File: config.mk
export PLATFORM = sky130hd
export DESIGN_NAME = bmff_ctrl
export DESIGN_NICKNAME = d
export VERILOG_FILES = /design/src/hw/rtl/bmff_pkg.sv /design/src/hw/rtl/bmff_ctrl.sv
export SDC_FILE = /design/constraint.sdc
export NUM_CORES = 1
export LEC_CHECK = 0
export ABC_AREA = 1
export BUFFER_PORTS_ARGS = -buffer_cell sky130_fd_sc_hd__buf_4
export CORE_UTILIZATION = 45
export CTS_BUF_LIST = sky130_fd_sc_hd__clkbuf_4 sky130_fd_sc_hd__clkbuf_8
export DETAILED_ROUTE_END_ITERATION = 7
export PLACE_DENSITY = 0.71
export SLEW_MARGIN = 25
export SYNTH_ARGS = -nofsm -noshare
export SYNTH_HDL_FRONTEND = slang
export SYNTH_SLANG_ARGS = --single-unit
File: constraint.sdc
create_clock -name clk_i -period 6.8 [get_ports clk_i]
set_input_delay 1.36 -clock clk_i [delete_from_list [all_inputs] [get_ports clk_i]]
set_output_delay 1.36 -clock clk_i [all_outputs]
set_load 0.05 [all_outputs]
File: src/hw/rtl/bmff_pkg.sv
// Shared types, constants and helper function for the bitmap first-fit allocator.
package bmff_pkg;

  localparam int MAP_WORDS = 128;
  localparam int WORD_BITS = 32;
  localparam int CAPACITY  = MAP_WORDS * WORD_BITS;
  localparam int ADDR_W    = $clog2(MAP_WORDS);
  localparam int BIT_W     = $clog2(WORD_BITS);
  localparam int MEM_AW    = ADDR_W + 1;
  localparam int MEM_DEPTH = 2 * MAP_WORDS;
  localparam int LIMIT_W   = 13;
  localparam int IDX_W     = 12;
  localparam int OUT_W     = 32;
  localparam int IN_W      = 32;

  typedef enum logic [1:0] {
    REQ_ALLOC = 2'd0,
    REQ_FREE  = 2'd1,
    REQ_WRITE = 2'd2,
    REQ_READ  = 2'd3
  } req_type_e;

  typedef enum logic [1:0] {
    STAT_OK      = 2'd0,
    STAT_INVALID = 2'd1,
    STAT_NOSPACE = 2'd2
  } status_e;

  typedef enum logic {
    S_IDLE = 1'b0,
    S_EVAL = 1'b1
  } state_e;

  typedef enum logic {
    CFG_INODE_LIMIT = 1'b0,
    CFG_ZONE_LIMIT  = 1'b1
  } cfg_index_e;

  typedef struct packed {
    req_type_e        req_type;
    logic             pool;
    logic [IDX_W-1:0] free_index;
    logic [6:0]       word_addr;
    logic [IN_W-1:0]  word_in;
  } req_t;

  typedef struct packed {
    status_e          status;
    logic [IDX_W-1:0] granted_index;
    logic [OUT_W-1:0] word_out;
  } rsp_t;

  typedef struct packed {
    logic                 we;
    logic [MEM_AW-1:0]    waddr;
    logic [WORD_BITS-1:0] wdata;
    logic                 re;
    logic [MEM_AW-1:0]    raddr;
  } mem_req_t;

  function automatic logic [BIT_W-1:0] first_one(logic [WORD_BITS-1:0] v);
    logic [BIT_W-1:0] pos;
    pos = '0;
    for (int i = WORD_BITS - 1; i >= 0; i--) begin
      if (v[i]) begin
        pos = BIT_W'(i);
      end
    end
    return pos;
  endfunction

endpackage

File: src/hw/rtl/bmff_ctrl.sv
// Request sequencer: limit registers, word scan, read-modify-write and result register.
module bmff_ctrl
  import bmff_pkg::*;
(
  input  logic                 clk_i,
  input  logic                 rst_ni,
  input  logic                 cfg_we_i,
  input  logic                 cfg_index_i,
  input  logic [LIMIT_W-1:0]   cfg_wdata_i,
  input  logic                 in_valid_i,
  output logic                 in_ready_o,
  input  req_t                 in_req_i,
  output logic                 out_valid_o,
  input  logic                 out_ready_i,
  output rsp_t                 out_rsp_o,
  output mem_req_t             mem_req_o,
  input  logic [WORD_BITS-1:0] rdata_i
);

  state_e               state_q, state_d;
  req_t                 req_q;
  logic                 ok_q, ok_d;
  logic [ADDR_W-1:0]    addr_q, addr_d;
  logic [ADDR_W-1:0]    last_q, last_d;
  logic [BIT_W-1:0]     tail_q, tail_d;
  logic [LIMIT_W-1:0]   inode_limit_q, zone_limit_q;
  rsp_t                 rsp_q, rsp_d;
  logic                 out_valid_q, out_valid_d;

  logic                 accept;
  logic [LIMIT_W-1:0]   limit;
  logic [LIMIT_W-1:0]   limit_m1;
  logic                 limit_ok;
  logic [WORD_BITS-1:0] lim_mask;
  logic [WORD_BITS-1:0] cand;
  logic                 found;
  logic [BIT_W-1:0]     pos;
  logic                 is_last;
  logic                 scan_more;
  logic                 out_free;
  logic                 finish;
  logic [BIT_W-1:0]     fbit;

  assign accept   = in_valid_i && in_ready_o;
  assign limit    = in_req_i.pool ? zone_limit_q : inode_limit_q;
  assign limit_m1 = limit - LIMIT_W'(1);
  assign limit_ok = (limit != '0) && (limit <= LIMIT_W'(CAPACITY));

  assign lim_mask  = (is_last && (tail_q != '0)) ?
                     ((WORD_BITS'(1) << tail_q) - WORD_BITS'(1)) : '1;
  assign cand      = ~rdata_i & lim_mask;
  assign found     = |cand;
  assign pos       = first_one(cand);
  assign is_last   = (addr_q == last_q);
  assign scan_more = (req_q.req_type == REQ_ALLOC) && ok_q && !found && !is_last;
  assign out_free  = !out_valid_q || out_ready_i;
  assign finish    = (state_q == S_EVAL) && !scan_more && out_free;
  assign fbit      = req_q.free_index[BIT_W-1:0];

  always_comb begin
    state_d = state_q;
    case (state_q)
      S_IDLE: begin
        if (accept) begin
          state_d = S_EVAL;
        end
      end
      S_EVAL: begin
        if (finish) begin
          state_d = S_IDLE;
        end
      end
      default: state_d = S_IDLE;
    endcase
  end

  always_comb begin
    in_ready_o  = (state_q == S_IDLE);
    mem_req_o   = '0;
    ok_d        = ok_q;
    addr_d      = addr_q;
    last_d      = last_q;
    tail_d      = tail_q;
    rsp_d       = rsp_q;
    out_valid_d = out_valid_q && !out_ready_i;

    if (accept) begin
      mem_req_o.re = 1'b1;
      last_d       = limit_m1[IDX_W-1:BIT_W];
      tail_d       = limit[BIT_W-1:0];
      case (in_req_i.req_type)
        REQ_ALLOC: begin
          addr_d = '0;
          ok_d   = limit_ok;
        end
        REQ_FREE: begin
          addr_d = in_req_i.free_index[IDX_W-1:BIT_W];
          ok_d   = (in_req_i.free_index != '0) &&
                   ({1'b0, in_req_i.free_index} < limit) &&
                   (limit <= LIMIT_W'(CAPACITY));
        end
        default: begin
          addr_d = in_req_i.word_addr[ADDR_W-1:0];
          ok_d   = (int'(in_req_i.word_addr) < MAP_WORDS);
        end
      endcase
      mem_req_o.raddr = {in_req_i.pool, addr_d};
    end

    if ((state_q == S_EVAL) && scan_more) begin
      addr_d          = addr_q + ADDR_W'(1);
      mem_req_o.re    = 1'b1;
      mem_req_o.raddr = {req_q.pool, addr_d};
    end

    mem_req_o.waddr = {req_q.pool, addr_q};

    if (finish) begin
      out_valid_d         = 1'b1;
      rsp_d.status        = STAT_INVALID;
      rsp_d.granted_index = '0;
      rsp_d.word_out      = '0;
      case (req_q.req_type)
        REQ_ALLOC: begin
          if (ok_q) begin
            if (found) begin
              rsp_d.status        = STAT_OK;
              rsp_d.granted_index = {addr_q, pos};
              mem_req_o.we        = 1'b1;
              mem_req_o.wdata     = rdata_i | (WORD_BITS'(1) << pos);
            end else begin
              rsp_d.status = STAT_NOSPACE;
            end
          end
        end
        REQ_FREE: begin
          if (ok_q && rdata_i[fbit]) begin
            rsp_d.status    = STAT_OK;
            mem_req_o.we    = 1'b1;
            mem_req_o.wdata = rdata_i & ~(WORD_BITS'(1) << fbit);
          end
        end
        REQ_WRITE: begin
          if (ok_q) begin
            rsp_d.status    = STAT_OK;
            mem_req_o.we    = 1'b1;
            mem_req_o.wdata = req_q.word_in[WORD_BITS-1:0];
          end
        end
        default: begin
          if (ok_q) begin
            rsp_d.status   = STAT_OK;
            rsp_d.word_out = rdata_i[OUT_W-1:0];
          end
        end
      endcase
    end
  end

  always_ff @(posedge clk_i or negedge rst_ni) begin
    if (!rst_ni) begin
      state_q       <= S_IDLE;
      out_valid_q   <= 1'b0;
      inode_limit_q <= '0;
      zone_limit_q  <= '0;
    end else begin
      state_q     <= state_d;
      out_valid_q <= out_valid_d;
      if (cfg_we_i) begin
        case (cfg_index_i)
          CFG_INODE_LIMIT: inode_limit_q <= cfg_wdata_i;
          CFG_ZONE_LIMIT:  zone_limit_q  <= cfg_wdata_i;
          default: ;
        endcase
      end
    end
  end

  always_ff @(posedge clk_i) begin
    if (accept) begin
      req_q <= in_req_i;
    end
    ok_q   <= ok_d;
    addr_q <= addr_d;
    last_q <= last_d;
    tail_q <= tail_d;
    rsp_q  <= rsp_d;
  end

  assign out_valid_o = out_valid_q;
  assign out_rsp_o   = rsp_q;

endmodule

==> results of run 1 <==
[cell usage after synthesis (all sizes together), types with 8 or more instances]
cell / n / share of area
nand2: 224 / 0.10
inv: 136 / 0.060
nor2: 124 / 0.060
edfxtp: 106 / 0.37
o21ai: 104 / 0.060
a21oi: 75 / 0.044
nand3: 70 / 0.043
nand4: 43 / 0.036
dfrtp: 28 / 0.081
clkbuf: 26 / 0.011
buf: 21 / 0.017
ha: 17 / 0.024
xor2: 17 / 0.017
or2: 15 / 0.011
a31oi: 13 / 0.0094
o22ai: 12 / 0.0086
nor4: 9 / 0.0065
nor3: 8 / 0.0052
[final cells by class]
class,instances,share of cell area
clock buffer,17,0.02161
clock inverter,15,0.01294
inverter,138,0.04876
multi-input combinational,770,0.3741
sequential,134,0.3586
tap,260,0.03004
timing repair buffer,222,0.1539
[flip-flops by register name (all words and copies together) (netlist names)]
register,count
fbit,5
mem_req_o,1
ok_q,1
addr_q,7
last_q,7
zone_limit_q,13
req_q,34
inode_limit_q,13
tail_q,5
out_valid_o,1
state_q,1
out_rsp_o,46
[power groups by stage]
stage	Clock (W)	Combinational (W)	Sequential [W]
after floorplan	0	0.000698	0.00157
after global placement	0	0.00145	0.00125
after detailed placement	0	0.00145	0.00125
after CTS	0.000648	0.00146	0.00123
after global routing	0.000677	0.00159	0.00124
final	0.000641	0.00150	0.00122
[cell usage in the layout (no fill, tap or decap), drive strengths merged, types with 2 or more instances in the layout]
cell type	instances
edfxtp	106
nand2	224
o21bai	5
a21oi	75
o311ai	5
a32oi	3
nand3	70
xor2	17
buf	222
nand4	43
ha	17
mux2i	6
nand3b	2
clkinvlp	3
o211ai	6
clkinv	6
clkbuf	17
o21ai	104
dfrtp	28
o22ai	12
nor3	8
inv	144
or2	15
xnor2	2
nor2	124
a31oi	13
nor4	9
[cell families (layout without fill, tap and decap cells)]
logic type | after synthesis | in the layout | share of synthesized area
adders and majority gates | 17 | 17 | 0.02445
xor gates and xnor gates | 19 | 19 | 0.01913
AOI/OAI and AO/OA | 230 | 230 | 0.1461
muxes | 6 | 6 | 0.006905
and+or+nand+nor | 498 | 498 | 0.2667
buffers and inverters | 186 | 392 | 0.09019
DFF | 134 | 134 | 0.4465
[path summary, 6_finish.rpt]
| check | cells after the start | from | to |
|---|---|---|---|
| worst max-delay path | 47 | tail_q[1] | mem_req_o[13] |
| worst min-delay path | 2 | zone_limit_q[3] | zone_limit_q[3] |
| worst max register to register | 22 | tail_q[1] | out_rsp_o[30] |
| worst min register to register | 2 | zone_limit_q[3] | zone_limit_q[3] |
| max in group asynchronous | 1 | rst_ni | inode_limit_q[1] |
| min in group asynchronous | 1 | rst_ni | zone_limit_q[9] |
[layer usage]
metal | up-vias | GRT usage | share of wire
li1 | 4107 | - | -
met5 | - | 0 | 0
met3 | 65 | 0.06046 | 0.095
met2 | 464 | 0.4700 | 0.46
met4 | 0 | 0.1167 | 0.033
met1 | 3968 | 0.3721 | 0.41
[timing repair]
action / 4_1_cts / 5_1_grt
gates cloned: 0 / 0
setup endpoints to repair: 14 / 41
buffers inserted: 0 / 10
resized for setup: 1 / 2
[through the flow]
step	utilization	power, W
6_report	0.5751	0.003360
5_1_grt	0.5751	0.003513
4_1_cts	0.5705	0.003340
3_5_place_dp	0.5505	0.002703
3_3_place_gp	0.5504	0.002694
2_1_floorplan	-	0.002266
[worst max-delay path: cells and delay by family (launching register included)]
kind                     cells  cell delay [ns]
adder cells (fa/ha/maj)      1             0.17
flip-flops                   1             0.53
AO/OA/AOI/OAI                2             0.35
buffers and inverters        3             0.41
AND/OR/NAND/NOR             41             2.96
==> impl_metrics.csv, run 1 <==
group,metric,value,unit
timing,worstMarginPinSlew,1.054,ns
die,io_pins,203,
global_routing,grt_max_degree,54,
yosys,synth_edf_count,106,
timing,layout_setup_ws,0.5609,ns
cts,cts.clk_slew.worst_paths,0.08,ns
timing,whs,0.4822,ns
worst_setup_path,crit_type,"reg2out",
worst_setup_path,cpPeakStageDelay,0.53,ns
detailed_routing,wire_per_inst,18.33,um
global_routing,gr-total-overflow,0,
worst_setup_path,end_kind,"output port",
layout,layout.cells.non_filler,1556,
placed_design,place_ws,0.4147,ns
pwr,swShare,0.4616,
pwr,p_clk_frac,0.191,
timing,timing.slew.headroom,0.2965,
timing,fmaxAchievable,160.3,MHz
worst_hold_path,hold_class,"reg2reg",
die,start_util,0.4619,
layout,insertedDiodeCount,0,
global_routing,antenna_found_initial,0,
worst_setup_path,cp_slowest_cell,"edfxtp_1",
placed_design,gp_congestion,1.059,
global_routing,grt_pass1_wl,43570,um
timing,period_needed,6.239,ns
cts,cts_hold_buf,0,
die,die_height,141.0,um
cts,cts_root_buf,"clkbuf_8",
pwr,p_seq_frac,0.364,
timing,final_min_period_over_clock_period,0.9175,
yosys,syn_area,0.008698,mm2
detailed_routing,drc_errors,0,
pwr,comb_power_share,0.445,
worst_setup_path,reg2reg_setup_slack,2.67,ns
yosys,synth_ff_type,"edfxtp_1",
placed_design,io_buffer_count,202,
detailed_routing,drt_first_pass_iters,6,
global_routing,grt_util_all_layers,0.2877,
yosys,syn_inst,1090,
yosys,ys_warn_count,0,
yosys,syn-num-nets,1212,
cts,clk_latency,0.47,ns
timing,finalHoldViolations,0,
detailed_routing,drt-initial-drc-count,769,
cts,clk_path_buf_depth,2,
yosys,synth_cell_type_count,53,
timing,skew,0.01750,ns
timing,setup_viol,0,
placed_design,dp_hpwl,21590,um
die,dieArea,0.01989,mm2
worst_setup_path,worstSetupStartpointType,"register",
layout,drive_gt1_frac,0.2415,
timing,tns,0,ns
timing,rsz0062_at_grt,"false",
die,core_area,0.01883,mm2
layout,fillers,1737,
yosys,async_flop_share,0.2090,
cts,cts_tree,"yes",
worst_setup_path,worstPathMaxFanout,8,
detailed_routing,final_antenna_net_count,0,
layout,final_cell_area,0.01083,mm2
die,die_x,141.0,um
flow_run,maxCapViolations,0,
worst_setup_path,crit_arrival,4.88,ns
die,std_cell_rows,50,
yosys,ys_seq_elements,134,
timing,drv_slew,0,
outcome,outcome,"finished clean",
pwr,power.leakage,5.017,nW
cts,clkSinkCount,134,
pwr,power_per_cell_area,310.2,mW/mm2
layout,area_growth,24.50,%
pwr,ir_drop,0.1282,mV
placed_design,placed_cell_area,0.01037,mm2
pwr,switching_power,0.001551,W
layout,final_nets,1405,
cts,cts_buffers,17,
worst_setup_path,required,5.44,ns
global_routing,grt_pass1_vias,7960,
detailed_routing,wl,28530,um
placed_design,dpl.cell_count,1514,
cts,htree_levels,4,
pwr,p_int,0.001809,W
yosys,syn_area_per_cell,7.980,um2
detailed_routing,route.vias.total,8604,
worst_setup_path,crit_top_cell,"nand2_1",
layout,multi_input_area,0.004051,mm2
layout,ff_latch_area,0.003884,mm2
yosys,ys_seq_area_frac,0.4465,
detailed_routing,vias_per_cell,5.530,
(Power assumes the default switching activity.)
==> inputs of run 2 (changes only) <==
--- a/config.mk
+++ b/config.mk
@@ -10,7 +10,9 @@
 export CORE_UTILIZATION = 45
 export CTS_BUF_LIST = sky130_fd_sc_hd__clkbuf_4 sky130_fd_sc_hd__clkbuf_8
 export DETAILED_ROUTE_END_ITERATION = 7
+export GPL_TIMING_DRIVEN = 0
 export PLACE_DENSITY = 0.71
+export REMOVE_ABC_BUFFERS = 1
 export SLEW_MARGIN = 25
 export SYNTH_ARGS = -nofsm -noshare
 export SYNTH_HDL_FRONTEND = slang
==> run 2 against run 1 <==
Die area did not move. Largest cell class unchanged. Combinational power barely moved. Final area rose by 0.65%. Worst setup slack got worse by 0.12 ns. Cell count fell by 0.39%. Sequential cell count did not move.
==> impl_metrics.csv, run 2 (synthesis results as in run 1) <==
group,metric,value,unit
outcome,outcome,"finished clean",
worst_setup_path,worstPathMaxFanout,11,
detailed_routing,vias_per_cell,5.526,
cts,cts_root_buf,"clkbuf_8",
pwr,switching_power,0.001523,W
timing,period_needed,6.358,ns
layout,largest_reg_flops,46,
timing,drv_slew,0,
pwr,comb_power_share,0.446,
pwr,ir_drop,0.1809,mV
die,std_cell_rows,50,
layout,drive_gt1_frac,0.2450,
timing,skew,0.01196,ns
timing,worstMarginPinSlew,1.009,ns
detailed_routing,route.vias.total,8565,
cts,clk_latency,0.46,ns
pwr,p_int,0.001902,W
worst_setup_path,crit_type,"reg2out",
die,io_pins,203,
layout,area_growth,25.30,%
pwr,p_seq_frac,0.357,
flow_run,maxCapViolations,0,
detailed_routing,wl,27560,um
worst_setup_path,crit_arrival,5.00,ns
layout,final_common_cell,"nand2_1",
global_routing,gr-total-overflow,0,
pwr,swShare,0.4446,
worst_setup_path,worstSetupStartpointType,"register",
global_routing,antenna_found_initial,0,
layout,finish.utilization,0.5788,
detailed_routing,drt_first_pass_iters,6,
worst_setup_path,end_kind,"output port",
placed_design,gp_congestion,0.9818,
detailed_routing,drc_errors,0,
worst_hold_path,hold_class,"reg2reg",
placed_design,place_ws,0.2497,ns
placed_design,dp_hpwl,20790,um
layout,insertedDiodeCount,0,
worst_setup_path,required,5.44,ns
timing,setup_viol,0,
timing,timing.slew.headroom,0.3268,
die,core_area,0.01883,mm2
cts,cts_hold_buf,0,
worst_setup_path,cpPeakStageDelay,0.53,ns
detailed_routing,drt-initial-drc-count,821,
die,die_x,141.0,um
timing,finalHoldViolations,0,
cts,clkSinkCount,134,
layout,final_cell_mix,"nand2_1 (216), buf_4 (211), inv_1 (126), nor2_1 (109), edfxtp_1 (106)",
layout,final_nets,1399,
timing,fmaxAchievable,157.3,MHz
placed_design,io_buffer_count,202,
die,dieArea,0.01989,mm2
timing,layout_setup_ws,0.4417,ns
pwr,power_per_cell_area,314.3,mW/mm2
pwr,power.leakage,5.010,nW
die,die_height,141.0,um
cts,clk_path_buf_depth,2,
cts,htree_levels,4,
worst_setup_path,cp_slowest_cell,"edfxtp_1",
worst_setup_path,crit_top_cell,"nand2_1",
global_routing,grt_util_all_layers,0.2810,
detailed_routing,wire_per_inst,17.78,um
die,start_util,0.4619,
cts,cts.clk_slew.worst_paths,0.07,ns
cts,cts_buffers,17,
cts,cts_tree,"yes",
pwr,p_clk_frac,0.197,
global_routing,grt_pass1_vias,8032,
timing,final_min_period_over_clock_period,0.9350,
detailed_routing,final_antenna_net_count,0,
global_routing,grt_pass1_wl,42500,um
global_routing,grt_max_degree,54,
-- run 2: cell count changes in the layout (fill, tap and decap cells not counted), moves of 3 or more --
| cell | delta |
|---|---|
| nor2_1 | -4 |
| nor2_2 | +3 |
| a21oi_1 | -3 |
| buf_4 | -11 |
| inv_8 | -4 |
-- run 2: worst max-delay path: cells and delay by family, from the launching register on --
kind / cells / cell delay [ns]
buffers and inverters: 6 / 1.01
adders and majority gates: 1 / 0.14
AOI/OAI and AO/OA: 5 / 0.79
and+or+nand+nor: 16 / 2.07
DFF: 1 / 0.53
-- run 2: metrics by stage --
| stage | std cells | total power, W | hold WS, ns | setup TNS, ns | cell area, um2 |
|---|---|---|---|---|---|
| floorplan | 1042 | 0.002225 | 0.4457 | -23.88 | 8439 |
| global placement | 1504 | 0.002698 | 0.4609 | -85.82 | 10280 |
| finish | 1550 | 0.003426 | 0.4805 | 0 | 10900 |
| global route | 1550 | 0.003593 | 0.5079 | -0.005854 | 10900 |
| detailed placement | 1507 | 0.002738 | 0.4684 | 0 | 10370 |
| CTS | 1541 | 0.003415 | 0.4869 | 0 | 10800 |
-- run 2: final cells by class --
type,count,area [um2]
Inverter,138,528.0
Sequential cell,134,3884
Tap cell,260,325.3
Fill cell,1736,7931
Clock inverter,13,147.6
Multi-Input combinational cell,771,4095
Timing Repair Buffer,215,1670
Clock buffer,19,249.0
-- run 2: metal layers --
metal	share of wire	track usage	wire length (um)	vias up
li1	-	-	-	4109
met1	0.41	0.3540	11170	3909
met2	0.46	0.4499	12630	461
met3	0.090	0.06114	2485	86
met4	0.046	0.1562	1277	0
met5	0	0	0	-
-- run 2: worst paths after layout --
| check | from | cells past startpoint | slack, ns | end |
|---|---|---|---|---|
| min in group asynchronous | rst_ni | 1 | 0.80 | inode_limit_q[4] |
| hold / removal | zone_limit_q[1] | 2 | 0.48 | zone_limit_q[1] |
| hold reg to reg | zone_limit_q[1] | 2 | 0.48 | zone_limit_q[1] |
| setup / recovery | tail_q[0] | 28 | 0.44 | mem_req_o[10] |
| max in group asynchronous | rst_ni | 1 | 5.72 | inode_limit_q[1] |
| setup reg to reg | tail_q[0] | 21 | 2.54 | addr_q[2] |
-- run 2: timing repair --
item,in CTS,in global routing
gates resized for setup,4,6
setup endpoints to repair,38,42
pin swaps,0,4
buffers inserted,2,8
cloned,0,1
-- run 2: power by group through the flow --
stage | Combinational [W] | Sequential, W | Clock (W)
after floorplan | 0.000633 | 0.00159 | 0
after global placement | 0.00143 | 0.00127 | 0
after detailed placement | 0.00148 | 0.00125 | 0
after CTS | 0.00150 | 0.00123 | 0.000684
after global routing | 0.00163 | 0.00124 | 0.000723
final | 0.00153 | 0.00122 | 0.000675
==> inputs of run 3 (changes only) <==
--- a/config.mk
+++ b/config.mk
@@ -10,7 +10,7 @@
 export CORE_UTILIZATION = 45
 export CTS_BUF_LIST = sky130_fd_sc_hd__clkbuf_4 sky130_fd_sc_hd__clkbuf_8
 export DETAILED_ROUTE_END_ITERATION = 7
-export GPL_TIMING_DRIVEN = 0
+export GPL_TIMING_DRIVEN = 1
 export PLACE_DENSITY = 0.71
 export REMOVE_ABC_BUFFERS = 1
 export SLEW_MARGIN = 25
==> constraint.sdc (replaced) <==
create_clock -name clk_i -period 5.35 [get_ports clk_i]
set_input_delay 1.07 -clock clk_i [delete_from_list [all_inputs] [get_ports clk_i]]
set_output_delay 1.07 -clock clk_i [all_outputs]
set_load 0.05 [all_outputs]
==> run 3 against run 2 <==
The run now ends with setup timing left. Final area up 10%. Hold slack improved by 0.010 ns. Count of clock-buffer cells in the layout is 1 higher. Worst setup slack worse by 0.70 ns. Global-route usage up 2.3 points. Wire length grew 11%. Core utilization increased by 5.8 points. Combinational power is 45% higher.
==> impl_metrics.csv, run 3 (synthesis results as in run 1) <==
group,metric,value,unit
outcome,outcome,"finished, violations left",
outcome,violations,"setup timing",
timing,final_min_period_over_clock_period,1.048,
flow_run,maxCapViolations,0,
timing,drv_slew,0,
timing,fmaxAchievable,178.3,MHz
worst_setup_path,cp_slowest_cell,"edfxtp_1",
cts,cts.clk_slew.worst_paths,0.09,ns
die,std_cell_rows,50,
cts,clkSinkCount,134,
layout,insertedDiodeCount,0,
layout,final_common_cell,"buf_4",
cts,clk_path_buf_depth,2,
timing,finalHoldViolations,0,
die,die_height,141.0,um
worst_setup_path,crit_top_cell,"nand2_1",
worst_setup_path,worstSetupStartpointType,"register",
detailed_routing,drt_first_pass_iters,6,
detailed_routing,drc_errors,0,
cts,clk_latency,0.46,ns
die,dieArea,0.01989,mm2
timing,setup_viol,30,
timing,whs,0.4907,ns
placed_design,gp_congestion,0.9680,
global_routing,grt_pass1_vias,8471,
global_routing,grt_pass1_wl,45920,um
worst_hold_path,hold_class,"reg2reg",
worst_setup_path,worstPathMaxFanout,8,
placed_design,dp_hpwl,21880,um
die,io_pins,203,
detailed_routing,route.vias.total,9098,
detailed_routing,final_antenna_net_count,0,
detailed_routing,vias_per_cell,5.592,
timing,layout_setup_ws,-0.2577,ns
cts,cts_buffers,17,
cts,cts_root_buf,"clkbuf_8",
cts,cts_hold_buf,0,
cts,htree_levels,4,
layout,drive_gt1_frac,0.3380,
layout,largest_reg_flops,46,
layout,final_nets,1476,
timing,period_needed,5.608,ns
die,core_area,0.01883,mm2
global_routing,gr-total-overflow,0,
global_routing,grt_max_degree,54,
worst_setup_path,required,4.28,ns
pwr,power_per_cell_area,390.5,mW/mm2
pwr,power.leakage,5.497,nW
detailed_routing,wire_per_inst,18.74,um
die,start_util,0.4619,
layout,area_growth,37.92,%
timing,timing.slew.headroom,0.3811,
worst_setup_path,end_kind,"output port",
worst_setup_path,cpPeakStageDelay,0.51,ns
worst_setup_path,crit_arrival,4.54,ns
timing,rsz0062_at_grt,"true",
cts,cts_tree,"yes",
timing,worstMarginPinSlew,0.9227,ns
detailed_routing,drt-initial-drc-count,910,
global_routing,grt_util_all_layers,0.3037,
global_routing,antenna_found_initial,0,
layout,final_cell_area,0.01200,mm2
layout,final_cell_mix,"buf_4 (251), nand2_1 (201), inv_1 (120), edfxtp_1 (106), nor2_1 (98)",
detailed_routing,wl,30500,um
pwr,ir_drop,0.2253,mV
worst_setup_path,crit_type,"reg2out",
placed_design,io_buffer_count,202,
die,die_x,141.0,um
timing,skew,0.02244,ns
placed_design,placed_cell_area,0.01058,mm2
-- run 3: cell type report --
cell class                 instances  area [um2]
inverter                         138       535.5
fill                            1628        6834
clock buffer                      20       269.0
multi-input combinational        770        4417
tap                              260       325.3
timing repair buffer             293        2427
sequential                       134        3884
clock inverter                    12       138.9
-- run 3: path summary, 6_finish.rpt --
check                           slack (ns)  cells after the start        startpoint                 to
worst max-delay path                 -0.26                     45         tail_q[0]      mem_req_o[18]
worst min-delay path                  0.49                      2  inode_limit_q[7]   inode_limit_q[7]
worst max register to register        1.52                     23         tail_q[0]          addr_q[6]
worst min register to register        0.49                      2  inode_limit_q[7]   inode_limit_q[7]
max in group asynchronous             4.55                      1            rst_ni    zone_limit_q[8]
min in group asynchronous             0.51                      1            rst_ni  inode_limit_q[10]
-- run 3: report_power, final --
group          switching, W  internal (W)
Sequential         0.000118       0.00144
Clock              0.000453      0.000455
Combinational       0.00152      0.000704
-- run 3: timing repair --
item	CTS	global route
endpoints found under the hold margin	0	0
endpoints found under the setup margin	42	42
setup buffers	37	15
pin swaps	30	26
gates cloned	1	3
resized for setup	83	72
-- run 3: critical path, delay by kind of cell (launching register included) --
kind,cells,cell delay [ns]
buffers and inverters,4,0.56
AO/OA/AOI/OAI,2,0.32
AND/OR/NAND/NOR,39,2.70
flip-flops,1,0.51
-- run 3: layer usage --
metal / wire (um) / global-route usage / part of all wire / vias to the layer above
met5: 0 / 0 / 0 / -
li1: - / - / - / 4260
met1: 12220 / 0.3912 / 0.40 / 4189
met4: 1444 / 0.1402 / 0.047 / 0
met2: 14020 / 0.4834 / 0.46 / 535
met3: 2808 / 0.07337 / 0.092 / 114
-- run 3: through the flow --
step / instances / util / setup WS [ns] / power (W) / setup TNS, ns
after global placement: 1539 / 0.5617 / 0.1212 / 0.003494 / 0
after detailed placement: 1539 / 0.5617 / 0.007084 / 0.003507 / 0
after CTS: 1609 / 0.6166 / -0.2096 / 0.004561 / -3.466
after floorplan: 1042 / - / -1.934 / 0.002828 / -62.67
after global routing: 1627 / 0.6371 / -0.6741 / 0.004876 / -17.88
final: 1627 / 0.6371 / -0.2577 / 0.004684 / -4.992
